**src/hdl/swm_pkg.sv**
```systemverilog
`default_nettype none
package swm_pkg;

	localparam int MAX_WINDOW  = 64;
	localparam int SAMPLE_BITS = 32;
	localparam int IDX_W       = $clog2(MAX_WINDOW);
	localparam int CNT_W       = $clog2(MAX_WINDOW + 1);
	localparam int WS_W        = 7;
	localparam int SUM_W       = SAMPLE_BITS + 1;
	localparam int MEDIAN_W    = 33;
	localparam int S_TDATA_W   = 32;
	localparam int M_TDATA_W   = 40;
	localparam int GROUPS      = 8;
	localparam int GROUP_SIZE  = MAX_WINDOW / GROUPS;
	localparam int FIFO_DEPTH  = 4;
	localparam int FIFO_PTR_W  = $clog2(FIFO_DEPTH);
	localparam int FIFO_CNT_W  = $clog2(FIFO_DEPTH + 1);
	localparam logic [WS_W-1:0] WS_RESET = WS_W'(3);

	typedef logic signed [SAMPLE_BITS-1:0] sample_t;
	typedef logic signed [MEDIAN_W-1:0] median_t;

	typedef struct packed {
		logic    evict;
		logic    insert;
		sample_t old_val;
		sample_t new_val;
	} cell_ctl_t;

	// window size clipped to 1..MAX_WINDOW
	function automatic logic [CNT_W-1:0] eff_size(input logic [WS_W-1:0] ws);
		logic [CNT_W-1:0] k;
		if (ws == '0) begin
			k = CNT_W'(1);
		end else if (int'(ws) > MAX_WINDOW) begin
			k = CNT_W'(MAX_WINDOW);
		end else begin
			k = CNT_W'(ws);
		end
		return k;
	endfunction

endpackage
`default_nettype wire

```
**src/hdl/swm_cell.sv**
```systemverilog
`default_nettype none
module swm_cell
	import swm_pkg::*;
(
	input  wire logic      clk,
	input  wire cell_ctl_t ctl,
	input  wire logic      occ,
	input  wire logic      occ_e,
	input  wire sample_t   right_val,
	input  wire sample_t   left_tmp,
	input  wire logic      left_place,
	output sample_t        val,
	output sample_t        tmp,
	output logic           place
);

	sample_t val_q;
	sample_t nxt;
	logic    ge;

	always_comb begin
		// removal point is the first occupied cell not below the oldest value
		ge    = occ && (val_q >= ctl.old_val);
		tmp   = (ctl.evict && ge) ? right_val : val_q;
		// insertion point is the first cell above the new value, or the first free one
		place = !occ_e || (tmp > ctl.new_val);
		if (!ctl.insert) begin
			nxt = tmp;
		end else if (left_place) begin
			nxt = left_tmp;
		end else if (place) begin
			nxt = ctl.new_val;
		end else begin
			nxt = tmp;
		end
	end

	always_ff @(posedge clk) begin
		if (ctl.evict || ctl.insert) begin
			val_q <= nxt;
		end
	end

	assign val = val_q;

endmodule
`default_nettype wire

```
**config.mk**
```make
export PLATFORM = sky130hd
export DESIGN_NAME = swm_cell
export DESIGN_NICKNAME = d
export VERILOG_FILES = /design/src/hdl/swm_pkg.sv /design/src/hdl/swm_cell.sv
export SDC_FILE = /design/constraint.sdc
export NUM_CORES = 1
export LEC_CHECK = 0
export ABC_CLOCK_PERIOD_IN_PS = 6380
export BUFFER_PORTS_ARGS = -buffer_cell sky130_fd_sc_hd__buf_2
export CORE_ASPECT_RATIO = 0.5
export CORE_MARGIN = 4
export CORE_UTILIZATION = 40
export DETAILED_ROUTE_END_ITERATION = 8
export HOLD_SLACK_MARGIN = 0.06
export PLACE_DENSITY = 0.79
export SETUP_SLACK_MARGIN = 0.5
export SYNTH_ARGS = -nofsm -noshare
export SYNTH_HDL_FRONTEND = slang
export SYNTH_SLANG_ARGS = --single-unit
```
**constraint.sdc**
```tcl
create_clock -name clk -period 6.38 [get_ports clk]
set_input_delay 1.276 -clock clk [delete_from_list [all_inputs] [get_ports clk]]
set_output_delay 1.276 -clock clk [all_outputs]
set_load 0.01 [all_outputs]
```
* Yosys cells after proc, flatten, opt, wreduce, memory -nomap -nowiden
Index checks and enable logic that the tools add are counted.
** Word-level totals
- Memories kept :: 0
- RAM bits :: 0
- Output and inout bits :: 65
- Latch bits :: 0
- Input bits :: 134
- Flip-flop bits (word level) :: 32
- Word-level logic and storage cells :: 12
- Bits in read-only memories :: 0
** Operators by class
- Shifts and indexed selects :: 0
- Bitwise logic cells :: 0
- Add/subtract/negate cells :: 0
- Equal/unequal tests :: 0
- $mul :: 0
- Div/mod/pow operators :: 0
- Mux-type cells :: 4
- $lt $le $gt $ge :: 2
- Reductions and logical operators :: 5
** Operators by type and width (number)
- 2-to-1 mux 32 bit :: 4
- greater-or-equal comparator 32 bit :: 1
- greater-than comparator 32 bit :: 1
- logical AND 1 bit :: 2
- logical OR 1 bit :: 2
- logical NOT 1 bit :: 1

* Logic depth before layout (Yosys ltp)
- Depth after elaboration :: 9
- Gate-level depth with buffers :: 21
- Depth with buffers taken out :: 17

* Worst setup path before layout
OpenSTA, ideal clock, no wires.
- Kind :: input port to output port
- Start point :: input ctl[46] in the netlist's numbering
- End point :: output place
- Data required time :: 5104 ps
- Stages on the path :: 20
- Arrival time :: 4897 ps
- Buffers on the path :: 4
- Setup slack :: 207 ps
- Path through :: inv_1 ha_1 nand4_1 nor4_1 o21ai_1 a31o_1 a311oi_2 buf_2 buf_2 nand2_1 nand2_1 ha_1 a21o_1 nand3_1 a21oi_1 o31ai_1 and3b_2 buf_2 clkbuf_1 nor2_1
** Between the ends
- Longest elaborated chain between the ends :: 6
** Ends and longest elaborated chain
- start, declared :: line swm_cell.sv:6 : input wire cell_ctl_t ctl,
- greater-or-equal comparator 32 bit :: line swm_cell.sv:23 : ge = occ && (val_q >= ctl.old_val);
- logical AND 1 bit :: line swm_cell.sv:23
- logical AND 1 bit :: line swm_cell.sv:24 : tmp = (ctl.evict && ge) ? right_val : val_q;
- 2-to-1 mux 32 bit :: line swm_cell.sv:24
- via tmp[9] :: line swm_cell.sv:13 : output sample_t tmp,
- greater-than comparator 32 bit :: line swm_cell.sv:26 : place = !occ_e || (tmp > ctl.new_val);
- logical OR 1 bit :: line swm_cell.sv:26
- end, declared :: line swm_cell.sv:14 : output logic place
The timed path passes the listed nets, and every way through them passes these cells.

* Worst setup path after layout
- Start point :: input ctl[43] in the netlist's numbering
- End point :: output place
** Between the ends
- Longest elaborated chain between the ends :: 6
** Ends and longest elaborated chain (line)
- greater-or-equal comparator 32 bit :: swm_cell.sv:23
- logical AND 1 bit :: swm_cell.sv:23
- logical AND 1 bit :: swm_cell.sv:24
- 2-to-1 mux 32 bit :: swm_cell.sv:24
- greater-than comparator 32 bit :: swm_cell.sv:26
- logical OR 1 bit :: swm_cell.sv:26
No other way between the ends.

==> results by group <==
Clocking
  • Clock sinks: 32
  • Clock Path Buffers: 2
  • CTS tree: done
  • Clock Latency Late Sink: 0.29 ns
  • Root buffer cell: clkbuf_16
  • Clock Pin Slew Worst Setup and Hold Paths: 0.06 ns
  • # H-tree levels: 2
  • Clock buffer count from CTS: 5

STA
  • Setup violators final: 0
  • Slew margin rel.: 0.394
  • Period utilization: 0.961
  • Max-slew violations: 0
  • Worst-margin pin slew: 0.909 ns
  • RSZ-0062 raised after global routing: true
  • F_max: 163 MHz
  • Hold slack final: 0.745 ns
  • Clock skew: 0.0121 ns
  • Final setup TNS: 0 ns
  • Final Hold Viols: 0
  • Shortest period the worst path allows: 6.13 ns

Route
  • Post-route DRC: 0
  • Post-route ant nets: 0
  • Pre-antenna DRT Iters: 4
  • Vias: 4874
  • Final WL: 16200 um
  • DR iter-0 viols: 343
  • Via-per-instance ratio: 5.58
  • Routed wire length per instance: 18.5 um

Logic synthesis
  • Prevailing post-synth register cell: edfxtp_1
  • Top post-synthesis cells by count: nand2_1 (109), ha_1 (64), inv_1 (64)
  • Gate Count Post-Synth: 528
  • Avg Cell Area, Syn: 8.29 sq um
  • Post-synth ARST share: 0
  • Synth cell types: 47
  • Post-synthesis cell area: 0.00438 sq mm
  • Count leader, synth: nand2_1
  • Sequential share of the synthesized area: 0.220
  • EDFF count, synth: 32
  • Synth area leaders: edfxtp_1 (22%), ha_1 (18%), nor3_2 (14%)
  • Synth Warn #: 0
  • Synth area leader: edfxtp_1
  • Yosys top cell area share: 0.220
  • Syn_nets: 726
  • Synth Register Bits: 32

GRT
  • Total grt overflow: 0
  • Global-route wire length before repair: 24800 um
  • Largest net degree at the start of global routing: 65
  • Initial antenna violation count: 0
  • Number of global-route vias before repair: 4884
  • Gr usage total: 0.245

Worst setup path
  • Startpoint types: input port
  • CP Class: input port to primary output
  • Worst EP arrival: 4.85 ns
  • R2R cell count: 22
  • Worst-path fanout max: 8
  • Worst Path Required: 5.10 ns
  • Endpoint type of the worst setup path: primary output

Floorplanning
  • Num ports: 199
  • Core footprint: 0.0104 sq mm
  • Initial core utilization: 0.419
  • Die ar.: 0.0128 sq mm
  • Die height: 82.0 um
  • # rows: 26
  • Die width: 156 um

Cells and area
  • Storage cell area: 961 sq um
  • Layout fillers: 901
  • Area Overhead vs Synth: 44.0%
  • Area of the multi-input gates: 0.00339 sq mm
  • Final antenna diode count: 0
  • Share of cells above drive strength 1: 0.491
  • Design Area, Final: 0.00630 sq mm
  • # nets final: 930
  • Max FFs per register: 32

Placement
  • GPL Wtd Cong: 0.883
  • Detailed placement HPWL: 11900 um
  • Placed Instance Area: 0.00574 sq mm
  • Buffers added on ports: 198

Pwr
  • Pwr/cell area: 223 mW/mm^2
  • Pleak: 2.94 nW
  • Maximum VDD drop: 0.136 mV
  • Tot Pwr: 1.41 mW

Run status
  • Status: completed

Run
  • Max cap viols: 0

Min path
  • HP Class: flop to flop
  • Hold depth: 2
what timing repair did:
| action | CTS | global route |
|---|---|---|
| pin swaps | 22 | 1 |
| hold buffers | 0 | 0 |
| gates cloned | 3 | 0 |
| endpoints found under the setup margin | 1 | 1 |
| buffers inserted | 15 | 0 |
| gates resized for setup | 31 | 2 |
layer usage:
layer / share of wire / global-route usage
met1: 0.44 / 0.321
met2: 0.47 / 0.407
met3: 0.061 / 0.0442
met4: 0.027 / 0.0908
met5: 0 / 0
area by class of cell:
cell class                 count  share of cell area
multi-input combinational    401               0.538
clock inverter                 3             0.00675
inverter                      64              0.0381
sequential                    32               0.153
timing repair buffer         228               0.217
tap                          140              0.0278
clock buffer                   5              0.0199
kinds of logic after synthesis:
family                     share of synthesized area
adders and majority gates                      0.183
AOI/OAI and AO/OA                              0.152
and+or+nand+nor                                0.343
DFF                                            0.220
buffers and inverters                          0.102
worst paths after layout:
path,start,to,slack (ns)
setup / recovery,ctl[43],place,0.25
hold reg to reg,val[5],val[5],0.75
hold / removal,val[5],val[5],0.75
setup reg to reg,val[19],val[7],1.45
stage by stage:
| stage | instances | worst slack (ns) | utilization |
|---|---|---|---|
| 2_1_floorplan | 528 | 0.501 | - |
| 3_5_place_dp | 847 | 0.0320 | 0.550 |
| 5_1_grt | 873 | 0.102 | 0.603 |
| 4_1_cts | 873 | 0.328 | 0.602 |
| 3_3_place_gp | 847 | 0.169 | 0.550 |
| 6_report | 873 | 0.252 | 0.603 |
where the power goes:
group	leakage, nW	switching [mW]	internal (mW)
logic	2.55	0.440	0.348
registers	0.314	0.0457	0.282
clock network	0.0798	0.107	0.184
total	2.94	0.593	0.814
critical path: stages:
cell      delay, ns
buf_2          0.08
inv_2          0.04
ha_4           0.25
nand4_1        0.22
nor4_4         0.36
o21ai_1        0.16
a311oi_2       0.31
buf_4          0.18
a311oi_4       0.04
buf_6          0.16
buf_12         0.14
nand2_1        0.09
nand2_2        0.08
ha_4           0.30
nand4_4        0.13
nor4_4         0.28
buf_4          0.18
buf_4          0.11
nand4_1        0.15
nand2_2        0.14
nor2_4         0.04
buf_6          0.11
cell usage in the layout, fill, tap and decap left out, types with 3 or more instances in the layout:
master     netlist  layout
buf_12           0       5
nand2_2          0      18
a21o_1           4       4
nand3b_1         3       3
buf_2           10     197
nor3_1          35      35
nor3_2          61      61
ha_4             0      19
clkbuf_16        0       5
nand4_1         11      11
nand2_4          0       4
inv_1           64      62
nand3_1          4       4
nor2_1           9       7
o32ai_1         32      32
a21oi_1         26      24
ha_1            64      45
nand4_4          1       3
o21ai_0          7       7
edfxtp_1        32      32
buf_4            1      18
nand2_1        109      87
buf_6           10       4
Power figures use the tool's default switching activity.
