File: src/hdl/swm_pkg.sv
`default_nettype none
package swm_pkg;

	localparam int MAX_WINDOW  = 64;
	localparam int SAMPLE_BITS = 32;
	localparam int IDX_W       = $clog2(MAX_WINDOW);
	localparam int CNT_W       = $clog2(MAX_WINDOW + 1);
	localparam int WS_W        = 7;
	localparam int SUM_W       = SAMPLE_BITS + 1;
	localparam int MEDIAN_W    = 33;
	localparam int S_TDATA_W   = 32;
	localparam int M_TDATA_W   = 40;
	localparam int GROUPS      = 8;
	localparam int GROUP_SIZE  = MAX_WINDOW / GROUPS;
	localparam int FIFO_DEPTH  = 4;
	localparam int FIFO_PTR_W  = $clog2(FIFO_DEPTH);
	localparam int FIFO_CNT_W  = $clog2(FIFO_DEPTH + 1);
	localparam logic [WS_W-1:0] WS_RESET = WS_W'(3);

	typedef logic signed [SAMPLE_BITS-1:0] sample_t;
	typedef logic signed [MEDIAN_W-1:0] median_t;

	typedef struct packed {
		logic    evict;
		logic    insert;
		sample_t old_val;
		sample_t new_val;
	} cell_ctl_t;

	// window size clipped to 1..MAX_WINDOW
	function automatic logic [CNT_W-1:0] eff_size(input logic [WS_W-1:0] ws);
		logic [CNT_W-1:0] k;
		if (ws == '0) begin
			k = CNT_W'(1);
		end else if (int'(ws) > MAX_WINDOW) begin
			k = CNT_W'(MAX_WINDOW);
		end else begin
			k = CNT_W'(ws);
		end
		return k;
	endfunction

endpackage
`default_nettype wire

File: src/hdl/swm_fifo.sv
`default_nettype none
module swm_fifo
	import swm_pkg::*;
(
	input  wire logic                  clk,
	input  wire logic                  arst_n,
	input  wire logic                  push,
	input  wire median_t               push_data,
	input  wire logic                  pop_ready,
	output logic                       valid,
	output median_t                    data,
	output logic [FIFO_CNT_W-1:0]      count
);

	median_t               mem_q [FIFO_DEPTH];
	logic [FIFO_PTR_W-1:0] wr_q;
	logic [FIFO_PTR_W-1:0] rd_q;
	logic [FIFO_CNT_W-1:0] cnt_q;
	logic                  pop;

	assign valid = (cnt_q != '0);
	assign data  = mem_q[rd_q];
	assign count = cnt_q;
	assign pop   = valid && pop_ready;

	always_ff @(posedge clk) begin
		if (push) begin
			mem_q[wr_q] <= push_data;
		end
	end

	always_ff @(posedge clk or negedge arst_n) begin
		if (!arst_n) begin
			wr_q  <= '0;
			rd_q  <= '0;
			cnt_q <= '0;
		end else begin
			if (push) begin
				wr_q <= wr_q + FIFO_PTR_W'(1);
			end
			if (pop) begin
				rd_q <= rd_q + FIFO_PTR_W'(1);
			end
			cnt_q <= cnt_q + FIFO_CNT_W'(push) - FIFO_CNT_W'(pop);
		end
	end

endmodule
`default_nettype wire

File: config.mk
export PLATFORM = sky130hd
export DESIGN_NAME = swm_fifo
export DESIGN_NICKNAME = d
export VERILOG_FILES = /design/src/hdl/swm_pkg.sv /design/src/hdl/swm_fifo.sv
export SDC_FILE = /design/constraint.sdc
export NUM_CORES = 1
export LEC_CHECK = 0
export ABC_AREA = 1
export BUFFER_PORTS_ARGS = -buffer_cell sky130_fd_sc_hd__buf_2
export CAP_MARGIN = 0
export CORE_UTILIZATION = 61
export DETAILED_ROUTE_END_ITERATION = 10
export PLACE_DENSITY = 0.84
export SYNTH_ARGS = -nofsm -noshare
export SYNTH_HDL_FRONTEND = slang
export SYNTH_SLANG_ARGS = --single-unit
File: constraint.sdc
create_clock -name clk -period 4.1 [get_ports clk]
set_input_delay 0 -clock clk [delete_from_list [all_inputs] [get_ports clk]]
set_output_delay 0 -clock clk [all_outputs]
set_load 0.02 [all_outputs]
======== Word level (Yosys, flattened, before mapping) ========
Memory sizes are Yosys's and may differ from the RTL's.
Cells that the tools add are included.
cells by class
  $add $sub $neg .......................... 4
  $mul .................................... 0
  magnitude comparators ................... 0
  bitwise logic cells ..................... 0
  shift operators ......................... 0
  reduce and logical (&&, ||, !) cells .... 2
  muxes and demuxes ....................... 2
  divide/modulo/power cells ............... 0
  equality and inequality tests ........... 0
operators by type and width
  kind                   count
  $add A2 B1 Y2 const B  2
  $add A3 B1 Y3          1
  $reduce_bool A3 Y1     1
  $sub A3 B1 Y3          1
  $mux W1                2
  $logic_and A1 B1 Y1    1
word-level totals
  ROM bits ................................ 0
  word-level logic and storage cells ...... 12
  output and inout port bits .............. 37
  bits of input ports ..................... 37
  latch bits .............................. 0
  register bits ........................... 7
  memories ................................ 1
  RAM bits ................................ 132
memory list
  name   depth  bits a word  read ports  clocked after Yosys merged registers in  write ports  RTL line        text
  mem_q  4      33           1           0                                        1            swm_fifo.sv:15  median_t mem_q [FIFO_DEPTH];

======== Logic depth before layout (Yosys ltp) ========
Gate-level depths: netlist (run 1).
  word-level depth ........................ 3
  gate-level depth with buffers ........... 11
  mapped depth without buffers ............ 11

======== Worst setup path before layout (run 1) ========
OpenSTA, ideal clock, no wires.
  path type ............................... register to register
  start point ............................. register cnt_q[1], in the netlist count[1]
  end point ............................... register cnt_q[2], in the netlist count[2]
  path buffers ............................ 0
  clock period less this slack ............ 2.170 ns
  required time ........................... 3.983 ns
  library setup time ...................... 0.117 ns
  arrival ................................. 2.053 ns
  stages on the path, launching flop included .. 12
  setup slack ............................. 1.930 ns
  path through ............................ dfrtp_1 > nor2_1 > nand2_1 > nand2_1 > inv_1 > ha_1 > inv_1 > ha_1 > fa_1 > xor2_1 > nand2_1 > nand2_1
on the way
  cells in the longest elaborated chain, start to end .. 3
  elaborated cells between the ends (all ways) .. 4
  those cells by class .................... add/sub: 2; reduce/logical: 2
RTL lines
  item                    RTL line        text
  start, declared         swm_fifo.sv:18  logic [FIFO_CNT_W-1:0] cnt_q;
  start signal, assigned  swm_fifo.sv:44  cnt_q <= cnt_q + FIFO_CNT_W'(push) - FIFO_CNT_W'(pop);
  $reduce_bool A3 Y1      swm_fifo.sv:21  assign valid = (cnt_q != '0);
  via valid               swm_fifo.sv:10  output logic valid,
  $logic_and A1 B1 Y1     swm_fifo.sv:24  assign pop = valid && pop_ready;
  via pop                 swm_fifo.sv:19  logic pop;
  $sub A3 B1 Y3           swm_fifo.sv:44
The timed path passes the listed nets, and every way through them passes these cells.
A chain may end at the register's enable or synchronous reset.

======== Worst setup path after layout (run 1) ========
  start point ............................. register rd_q[0]
  end point ............................... output data[24]
on the way
  cells in the longest elaborated chain, start to end .. 1
RTL lines
  item                    RTL line        text
  start, declared         swm_fifo.sv:17  logic [FIFO_PTR_W-1:0] rd_q;
  start signal, assigned  swm_fifo.sv:42  rd_q <= rd_q + FIFO_PTR_W'(1);
  $mem_v2 Z4 W33          n/a
  end, declared           swm_fifo.sv:11  output median_t data,
Every way passes these cells.

==> results.cfg, run 1 <==
[place]
hpwl_um = 5800
port_buffers = 73
gp_congestion = 0.794

[critical_path]
r2r-start = count[1]$_DFF_PN0_
cp.arrival_ns = 2.59
cp_max_fo = 63
critical_path.endpoint_type = output pin
ff2ff_path_depth = 11
rrSetupSlack_ns = 1.80
path_class = reg -> out
start_kind = register
worstPathRequired_ns = 4.10
critPathLaunch = rd_q[0]$_DFFE_PN0P_
endpoint = data[24]
reg2reg_to = count[2]$_DFF_PN0_

[clock_network]
clk_latency_ns = 0.52
root_buffer = clkbuf_8
cts_tree = yes
cts.clk_slew.worst_paths_ns = 0.06
clockBufferDepth = 2
cts-resized-gates = 0
h-tree-depth = 4
clock_sinks = 139
cts_buffers = 17

[job]
max-cap-violations = 0

[logic_synthesis]
syn-instance-count = 470
synth_edf_count = 132
synth-seq-cells = 139
syn_area_um2 = 5610
async_flop_share = 0.0504
yosysTopAreaCell = edfxtp_1
synth_area_leaders = edfxtp_1 (71%), nand2_1 (7.7%), o21ai_0 (5.4%)
synth_cell_type_count = 18
synthTopCellsByCount = edfxtp_1 (132), nand2_1 (115), nor2_1 (67)
synth-main-ff-cell = edfxtp_1
synth-warning-count = 0
yosysMostFrequentCell = edfxtp_1
synth_nets = 514
synth_top_area_share = 0.707
ys_seq_area_frac = 0.738
syn_area_per_cell_um2 = 11.9

[timing]
period_needed_ns = 2.59
clock.fmax_mhz = 386
final.setup.tns_ns = 0
fin_skew_ns = 0.00897
maxSlewHeadroom = 0.232
hold_viol_final = 0
setup_viol_count_final = 0
holdWs_ns = 0.225
worst_pin_slew_ns = 1.15
rsz0062_at_grt = false
report.final.slew_viol_count = 0
post-route-period-util = 0.632

[run_status]
violations = design-rule violations
outcome = complete, but fails checks

[grt]
grt_pass1_wl_um = 18300
grt_pass1_vias = 3844
antenna_found_initial = 0
grt_overflow = 0
grtUsageTotal = 0.259
grt_max_degree = 68

[layout]
num_antenna_cells = 0
n_fill_cell = 490
nNetsFinal = 626
drive_gt1_frac = 0.182
multi_input_area_um2 = 1150
area_growth_syn_to_layout_pct = 23.8
seq_area_um2 = 4140

[die]
row_count = 34
die_area_um2 = 9580
core_area_um2 = 8810
io_pins = 74
initial_core_util = 0.637
die_h_um = 97.9
die_x_um = 97.9

[route]
drc = 6
drt_iter0_markers = 320
viasPerCell = 5.40
wl_per_cell_um = 16.5
firstDrtPassIters = 8
wl_um = 11600
postRouteAntennaNets = 0
vias = 3791

[power]
p_leak_nw = 2.90
peakVddDrop_mv = 0.543
power_density_nw_per_um2 = 759

[hold_path]
hp-class = in -> reg
worst min path at each step:
| stage | start | endpoint | slack [ns] | depth (start not counted) |
|---|---|---|---|---|
| floorplan | arst_n | count[0]$_DFF_PN0_ | -0.30 | 0 |
| global placement | arst_n | count[0]$_DFF_PN0_ | -0.16 | 1 |
| detailed placement | arst_n | count[0]$_DFF_PN0_ | -0.16 | 1 |
| CTS | push_data[22] | mem_q[2][22]$_DFFE_PP_ | 0.21 | 2 |
| global route | push_data[26] | mem_q[1][26]$_DFFE_PP_ | 0.23 | 2 |
| finish | push_data[28] | mem_q[2][28]$_DFFE_PP_ | 0.23 | 2 |
where the power goes:
group | internal (mW) | leakage [nW] | switching, mW
clock network | 0.916 | 0.270 | 0.560
logic | 0.527 | 1.34 | 1.26
registers | 1.87 | 1.29 | 0.142
sequential cells by signal, summed over array words and instances, names as in the netlist:
register  count
mem_q       132
count         3
rd_q          2
wr_q          2
final cells by class:
type                       instances  share of cell area
clock buffer                      18              0.0601
clock inverter                    13              0.0218
inverter                          48              0.0259
multi-input combinational        261               0.165
sequential                       139               0.596
tap                              108              0.0194
timing repair buffer             115               0.111
cell usage in the layout, fill, tap and decap left out, types with 2 or more instances in the layout:
| master | Yosys | final |
|---|---|---|
| nand2_1 | 115 | 115 |
| nand3_1 | 2 | 2 |
| clkinv_2 | 0 | 2 |
| buf_4 | 4 | 5 |
| ha_1 | 6 | 6 |
| edfxtp_1 | 132 | 132 |
| bufinv_16 | 0 | 3 |
| clkinvlp_4 | 0 | 3 |
| buf_2 | 4 | 73 |
| clkinv_1 | 0 | 3 |
| xor2_1 | 2 | 2 |
| inv_1 | 47 | 46 |
| dlygate4sd3_1 | 0 | 37 |
| o21ai_1 | 7 | 7 |
| inv_2 | 1 | 2 |
| clkbuf_16 | 0 | 16 |
| nor2_1 | 67 | 67 |
| dfrtp_1 | 7 | 6 |
| o21ai_0 | 60 | 60 |
cell families (layout without fill, tap and decap cells):
family / after synthesis / in the layout / synth area share
DFF: 139 / 139 / 0.738
xor gates and xnor gates: 3 / 3 / 0.00468
buffers and inverters: 70 / 194 / 0.0573
AOI/OAI and AO/OA: 67 / 67 / 0.0598
adders and majority gates: 7 / 7 / 0.0169
and+or+nand+nor: 184 / 184 / 0.124
per-layer routing:
metal / part of all wire / vias to the layer above / global-route usage
li1: - / 1788 / -
met1: 0.38 / 1804 / 0.296
met2: 0.53 / 166 / 0.457
met3: 0.066 / 33 / 0.0551
met4: 0.026 / 0 / 0.142
met5: 0 / - / 0
repair_timing:
action                    CTS  global route
buffers inserted            0             0
hold buffers               37             0
hold endpoints to repair  144             0
through the flow:
step	power (mW)	utilization	area [um2]	instances	setup slack [ns]
after floorplan	3.24	-	5610	470	1.93
after global placement	3.66	0.682	6010	634	2.07
after detailed placement	3.74	0.682	6010	634	1.98
after CTS	5.24	0.789	6950	702	1.52
after global routing	5.54	0.789	6950	702	1.30
final	5.27	0.789	6950	702	1.51
critical path, cell delays in order (launching register included):
cell	delay, ns
dfrtp_2	0.79
buf_4	0.62
nor2_1	0.11
nor2_1	0.09
o21ai_0	0.11
nand2_1	0.14
buf_2	0.18
Power figures use the tool's default switching activity.
==> run 2, diff against run 1 <==
CORE_UTILIZATION = 52   (was 61)
PLACE_DENSITY = 0.76   (was 0.84)
clock period = 2.2 ns   (was 4.1 ns; I/O delays follow)
==> run 2 against run 1 <==
The flow now finishes without violations. Clock power increased by 72%. Clock skew decreased by 0.0015 ns. Die area increased by 17%. Sequential cell count unchanged. Worst hold slack improved by 0.018 ns. Utilization decreased by 11 points. Critical path depth increased by 5. Critical endpoint is now count[2]$_DFF_PN0_. Largest power group unchanged. Highest routed layer unchanged.
==> results.cfg, run 2 (synthesis results as in run 1) <==
[critical_path]
start_kind = register
rrSetupSlack_ns = 0.13
critical_path.endpoint_type = register
r2r-start = count[1]$_DFF_PN0_
reg2reg_to = count[2]$_DFF_PN0_
path_class = reg -> reg
worstPathRequired_ns = 2.60
cp.arrival_ns = 2.47
cp_max_fo = 5
ff2ff_path_depth = 11

[route]
vias = 3638
viasPerCell = 4.94
drt_iter0_markers = 240
wl_per_cell_um = 14.3
postRouteAntennaNets = 0
drc = 0
firstDrtPassIters = 4
wl_um = 10600

[timing]
worst_pin_slew_ns = 0.638
maxSlewHeadroom = 0.574
period_needed_ns = 2.07
rsz0062_at_grt = false
final.setup.tns_ns = 0
hold_viol_final = 0
post-route-period-util = 0.940
setup_viol_count_final = 0
fin_skew_ns = 0.00743
report.final.slew_viol_count = 0
clock.fmax_mhz = 484
setup_ws_ns = 0.132

[clock_network]
root_buffer = clkbuf_8
cts.clk_slew.worst_paths_ns = 0.06
clk_latency_ns = 0.50
cts_buffers = 17
clockBufferDepth = 2
cts_tree = yes
h-tree-depth = 4
clock_sinks = 139

[job]
max-cap-violations = 0

[grt]
grt_pass1_vias = 3598
grt_pass1_wl_um = 16800
grtUsageTotal = 0.202
grt_max_degree = 102
grt_overflow = 0
antenna_found_initial = 0

[layout]
seq_area_um2 = 4140
n_fill_cell = 719
drive_gt1_frac = 0.195
num_antenna_cells = 0
multi_input_area_um2 = 1150
largest_reg_flops = 132
area_growth_syn_to_layout_pct = 25.0
utilization = 0.677
final_cell_mix = edfxtp_1 (132), nand2_1 (115), buf_2 (73)
final_common_cell = edfxtp_1
nNetsFinal = 632
regMostFlops = mem_q

[place]
port_buffers = 73
hpwl_um = 5910
dp_slack_ns = 0.126
gp_congestion = 0.765

[die]
initial_core_util = 0.541
die_area_um2 = 11200
core_area_um2 = 10400
io_pins = 74
row_count = 37
die_h_um = 106
die_x_um = 106

[power]
peakVddDrop_mv = 0.805
p_leak_nw = 2.92
power_mw = 9.59
power_density_nw_per_um2 = 1370

[hold_path]
hp-class = in -> reg
min_from = push_data[10]
hold_path_end = mem_q[0][10]$_DFFE_PP_
holdPathStages = 2

[run_status]
outcome = finished clean
## run 2: cell count changes in the layout (fill, tap and decap cells not counted), sizes merged
cell,change
buf,+6
bufinv,-2
clkinv,+1
clkinvlp,+2
## run 2: worst max-delay path, cell delays in order, from the launching register on
cell and delay, ns:
dfrtp_1 0.41, nor2_1 0.12, nand2_1 0.12, nand2_1 0.11, inv_1 0.05, ha_1 0.27
inv_1 0.04, ha_1 0.19, fa_2 0.37, xor2_1 0.15, nand2_1 0.07, nand2_1 0.05
## run 2: timing repair
item,in CTS,in global routing
hold buffers,37,0
endpoints found under the hold margin,144,0
buffers inserted,0,0
endpoints found under the setup margin,0,1
gates resized for setup,0,1
## run 2: worst max-delay path by stage
stage	slack, ns	startpoint	end	cells after the start
2_1_floorplan	0.03	count[1]$_DFF_PN0_	count[2]$_DFF_PN0_	11
3_3_place_gp	0.23	count[1]$_DFF_PN0_	count[2]$_DFF_PN0_	11
3_5_place_dp	0.13	count[1]$_DFF_PN0_	count[2]$_DFF_PN0_	11
4_1_cts	0.10	count[1]$_DFF_PN0_	count[2]$_DFF_PN0_	11
5_1_grt	0.03	count[1]$_DFF_PN0_	count[2]$_DFF_PN0_	11
6_report	0.13	count[1]$_DFF_PN0_	count[2]$_DFF_PN0_	11
## run 2: metal layers
| metal | track usage | up-vias | routed length, um |
|---|---|---|---|
| li1 | - | 1801 | - |
| met3 | 0.0600 | 2 | 694 |
| met5 | 0 | - | 0 |
| met2 | 0.357 | 110 | 5580 |
| met4 | 0.0694 | 0 | 29 |
| met1 | 0.235 | 1725 | 4260 |
## run 2: per-stage QoR
stage / std cells / hold slack (ns) / cell area, um2
final: 737 / 0.243 / 7020
after global routing: 737 / 0.219 / 7020
after CTS: 737 / 0.209 / 7010
after detailed placement: 668 / -0.152 / 6100
after global placement: 668 / -0.154 / 6100
after floorplan: 470 / -0.296 / 5610
## run 2: power by group
part / switching, mW / internal (mW)
clock network: 1.05 / 1.49
logic: 2.37 / 1.04
registers: 0.152 / 3.48
total: 3.57 / 6.02
## run 2: final cells by class
type                       instances  area share
sequential                       139       0.590
multi-input combinational        261       0.164
timing repair buffer             121       0.118
clock buffer                      18      0.0596
inverter                          48      0.0257
tap                              136      0.0243
clock inverter                    14      0.0177
==> run 3, diff against run 2 <==
--- a/config.mk
+++ b/config.mk
@@ -9,6 +9,8 @@
 export BUFFER_PORTS_ARGS = -buffer_cell sky130_fd_sc_hd__buf_2
 export CAP_MARGIN = 0
+export CORE_ASPECT_RATIO = 0.6
 export CORE_UTILIZATION = 52
 export DETAILED_ROUTE_END_ITERATION = 10
+export GPL_TIMING_DRIVEN = 0
 export PLACE_DENSITY = 0.76
 export SYNTH_ARGS = -nofsm -noshare
==> constraint.sdc (replaced) <==
create_clock -name clk -period 2.2 [get_ports clk]
set_input_delay 0.22 -clock clk [delete_from_list [all_inputs] [get_ports clk]]
set_output_delay 0.22 -clock clk [all_outputs]
set_load 0.02 [all_outputs]
==> run 3 against run 2 <==
Cell count is 3.3% lower. Clock skew fell by 0.00085 ns. Die area is 0.12% higher. Sequential cell count unchanged. Non-clock buffer count shrank 24. Global-route usage increased by 2.8 points. Critical path depth is 6 lower. Critical path type is now reg -> out. Largest cell class unchanged.
==> results.cfg, run 3 (synthesis results as in run 1) <==
[run_status]
outcome = finished clean

[route]
wl_met2_um = 5680
drt_iter0_markers = 252
drc = 0
firstDrtPassIters = 4
wl_per_cell_um = 16.8
wl_um = 12000
viasPerCell = 5.07
postRouteAntennaNets = 0
wl_met1_um = 5290
vias = 3612
dr.max_layer_used = met4
dr_wl_met3_um = 864

[place]
hpwl_um = 7230
place_area_um2 = 6170
port_buffers = 73
gp_congestion = 0.759

[timing]
maxSlewHeadroom = 0.433
worst_pin_slew_ns = 0.849
hold_viol_final = 0
period_needed_ns = 2.08
setup_viol_count_final = 0
clock.fmax_mhz = 481
report.final.slew_viol_count = 0
holdWs_ns = 0.0271
fin_skew_ns = 0.00659
post-route-period-util = 0.945

[die]
io_pins = 74
initial_core_util = 0.552
die_x_um = 136
die_area_um2 = 11200
row_count = 28
core_area_um2 = 10200
die_h_um = 82.5

[grt]
antenna_found_initial = 0
grt_overflow = 0
grtUsageTotal = 0.230
grt_max_degree = 34
grt_pass1_vias = 3649
grt_pass1_wl_um = 18300

[critical_path]
cp_max_fo = 10
critical_path.endpoint_type = output pin
worstPathCellList = inv_2 -> clkbuf_1 -> o21ai_0 -> nand2_1 -> buf_2
worstPathRequired_ns = 1.98
path_class = reg -> out
start_kind = register
crit_buf_inv = 3
rrSetupSlack_ns = 0.17
cp_top_family = buffers and inverters
critical-path-max-stage-delay_ns = 0.42
cp.arrival_ns = 1.86
slowest_stage = dfrtp_1

[power]
peakVddDrop_mv = 0.951
power_density_nw_per_um2 = 1460
p_leak_nw = 2.80

[layout]
multi_input_area_um2 = 1150
nNetsFinal = 608
regMostFlops = mem_q
drive_gt1_frac = 0.205
seq_area_um2 = 4140
final_cell_area_um2 = 6710
area_growth_syn_to_layout_pct = 19.6
final_common_cell = edfxtp_1
n_fill_cell = 779
largest_reg_flops = 132
final_cell_mix = edfxtp_1 (132), nand2_1 (114), buf_2 (77)

[clock_network]
cts.clk_slew.worst_paths_ns = 0.06
cts_tree = yes
h-tree-depth = 4
root_buffer = clkbuf_16
clockBufferDepth = 2
clock_sinks = 139
cts_setup_buffers = 0
clk_latency_ns = 0.41
cts_buffers = 17

[hold_path]
hp-class = in -> reg

[job]
max-cap-violations = 0
## run 3: timing repair
item	in CTS	in global routing
gates resized for setup	0	5
hold buffers	1	0
endpoints found under the setup margin	0	2
endpoints found under the hold margin	7	0
## run 3: path summary, 6_finish.rpt
kind                                          end           startpoint  cells past startpoint
max                                      data[24]  rd_q[0]$_DFFE_PN0P_                      5
min                        mem_q[3][22]$_DFFE_PP_        push_data[22]                      1
max reg2reg                    count[2]$_DFF_PN0_   count[1]$_DFF_PN0_                     11
min reg2reg                   rd_q[1]$_DFFE_PN0P_  rd_q[1]$_DFFE_PN0P_                      2
max in group asynchronous     wr_q[1]$_DFFE_PN0P_               arst_n                      2
min in group asynchronous      count[1]$_DFF_PN0_               arst_n                      2
## run 3: report_power, final
part	internal, mW	switching (mW)	leakage (nW)
clock network	1.53	1.00	0.252
registers	3.49	0.160	1.30
logic	1.11	2.53	1.25
total	6.13	3.69	2.80
## run 3: area by class of cell
| class | instances | share of cell area |
|---|---|---|
| antenna | 1 | 0.000373 |
| buffer | 22 | 0.0214 |
| clock buffer | 22 | 0.0662 |
| clock inverter | 10 | 0.0114 |
| inverter | 48 | 0.0269 |
| multi-input combinational | 261 | 0.172 |
| sequential | 139 | 0.617 |
| tap | 135 | 0.0252 |
| timing repair buffer | 75 | 0.0600 |
## run 3: through the flow
| stage | cells | setup WS (ns) | total power [mW] | setup TNS [ns] | utilization |
|---|---|---|---|---|---|
| floorplan | 470 | 0.0297 | 6.04 | 0 | - |
| CTS | 712 | 0.124 | 9.87 | 0 | 0.660 |
| detailed placement | 679 | 0.143 | 7.32 | 0 | 0.608 |
| global route | 712 | -0.0133 | 10.4 | -0.0133 | 0.660 |
| finish | 713 | 0.122 | 9.82 | 0 | 0.660 |
| global placement | 678 | 0.00531 | 7.16 | 0 | 0.605 |
## run 3: worst register-to-register path: stages (launching register included)
cell     delay, ns
dfrtp_1       0.41
nor2_1        0.14
nand2_2       0.10
nand2_1       0.09
inv_1         0.04
ha_1          0.26
inv_1         0.04
ha_1          0.18
fa_1          0.41
xor2_1        0.16
nand2_1       0.06
nand2_1       0.04
## run 3: per-layer routing
| layer | vias to the layer above | track usage |
|---|---|---|
| li1 | 1754 | - |
| met1 | 1710 | 0.296 |
| met2 | 132 | 0.379 |
| met3 | 16 | 0.0556 |
| met4 | 0 | 0.103 |
| met5 | - | 0 |
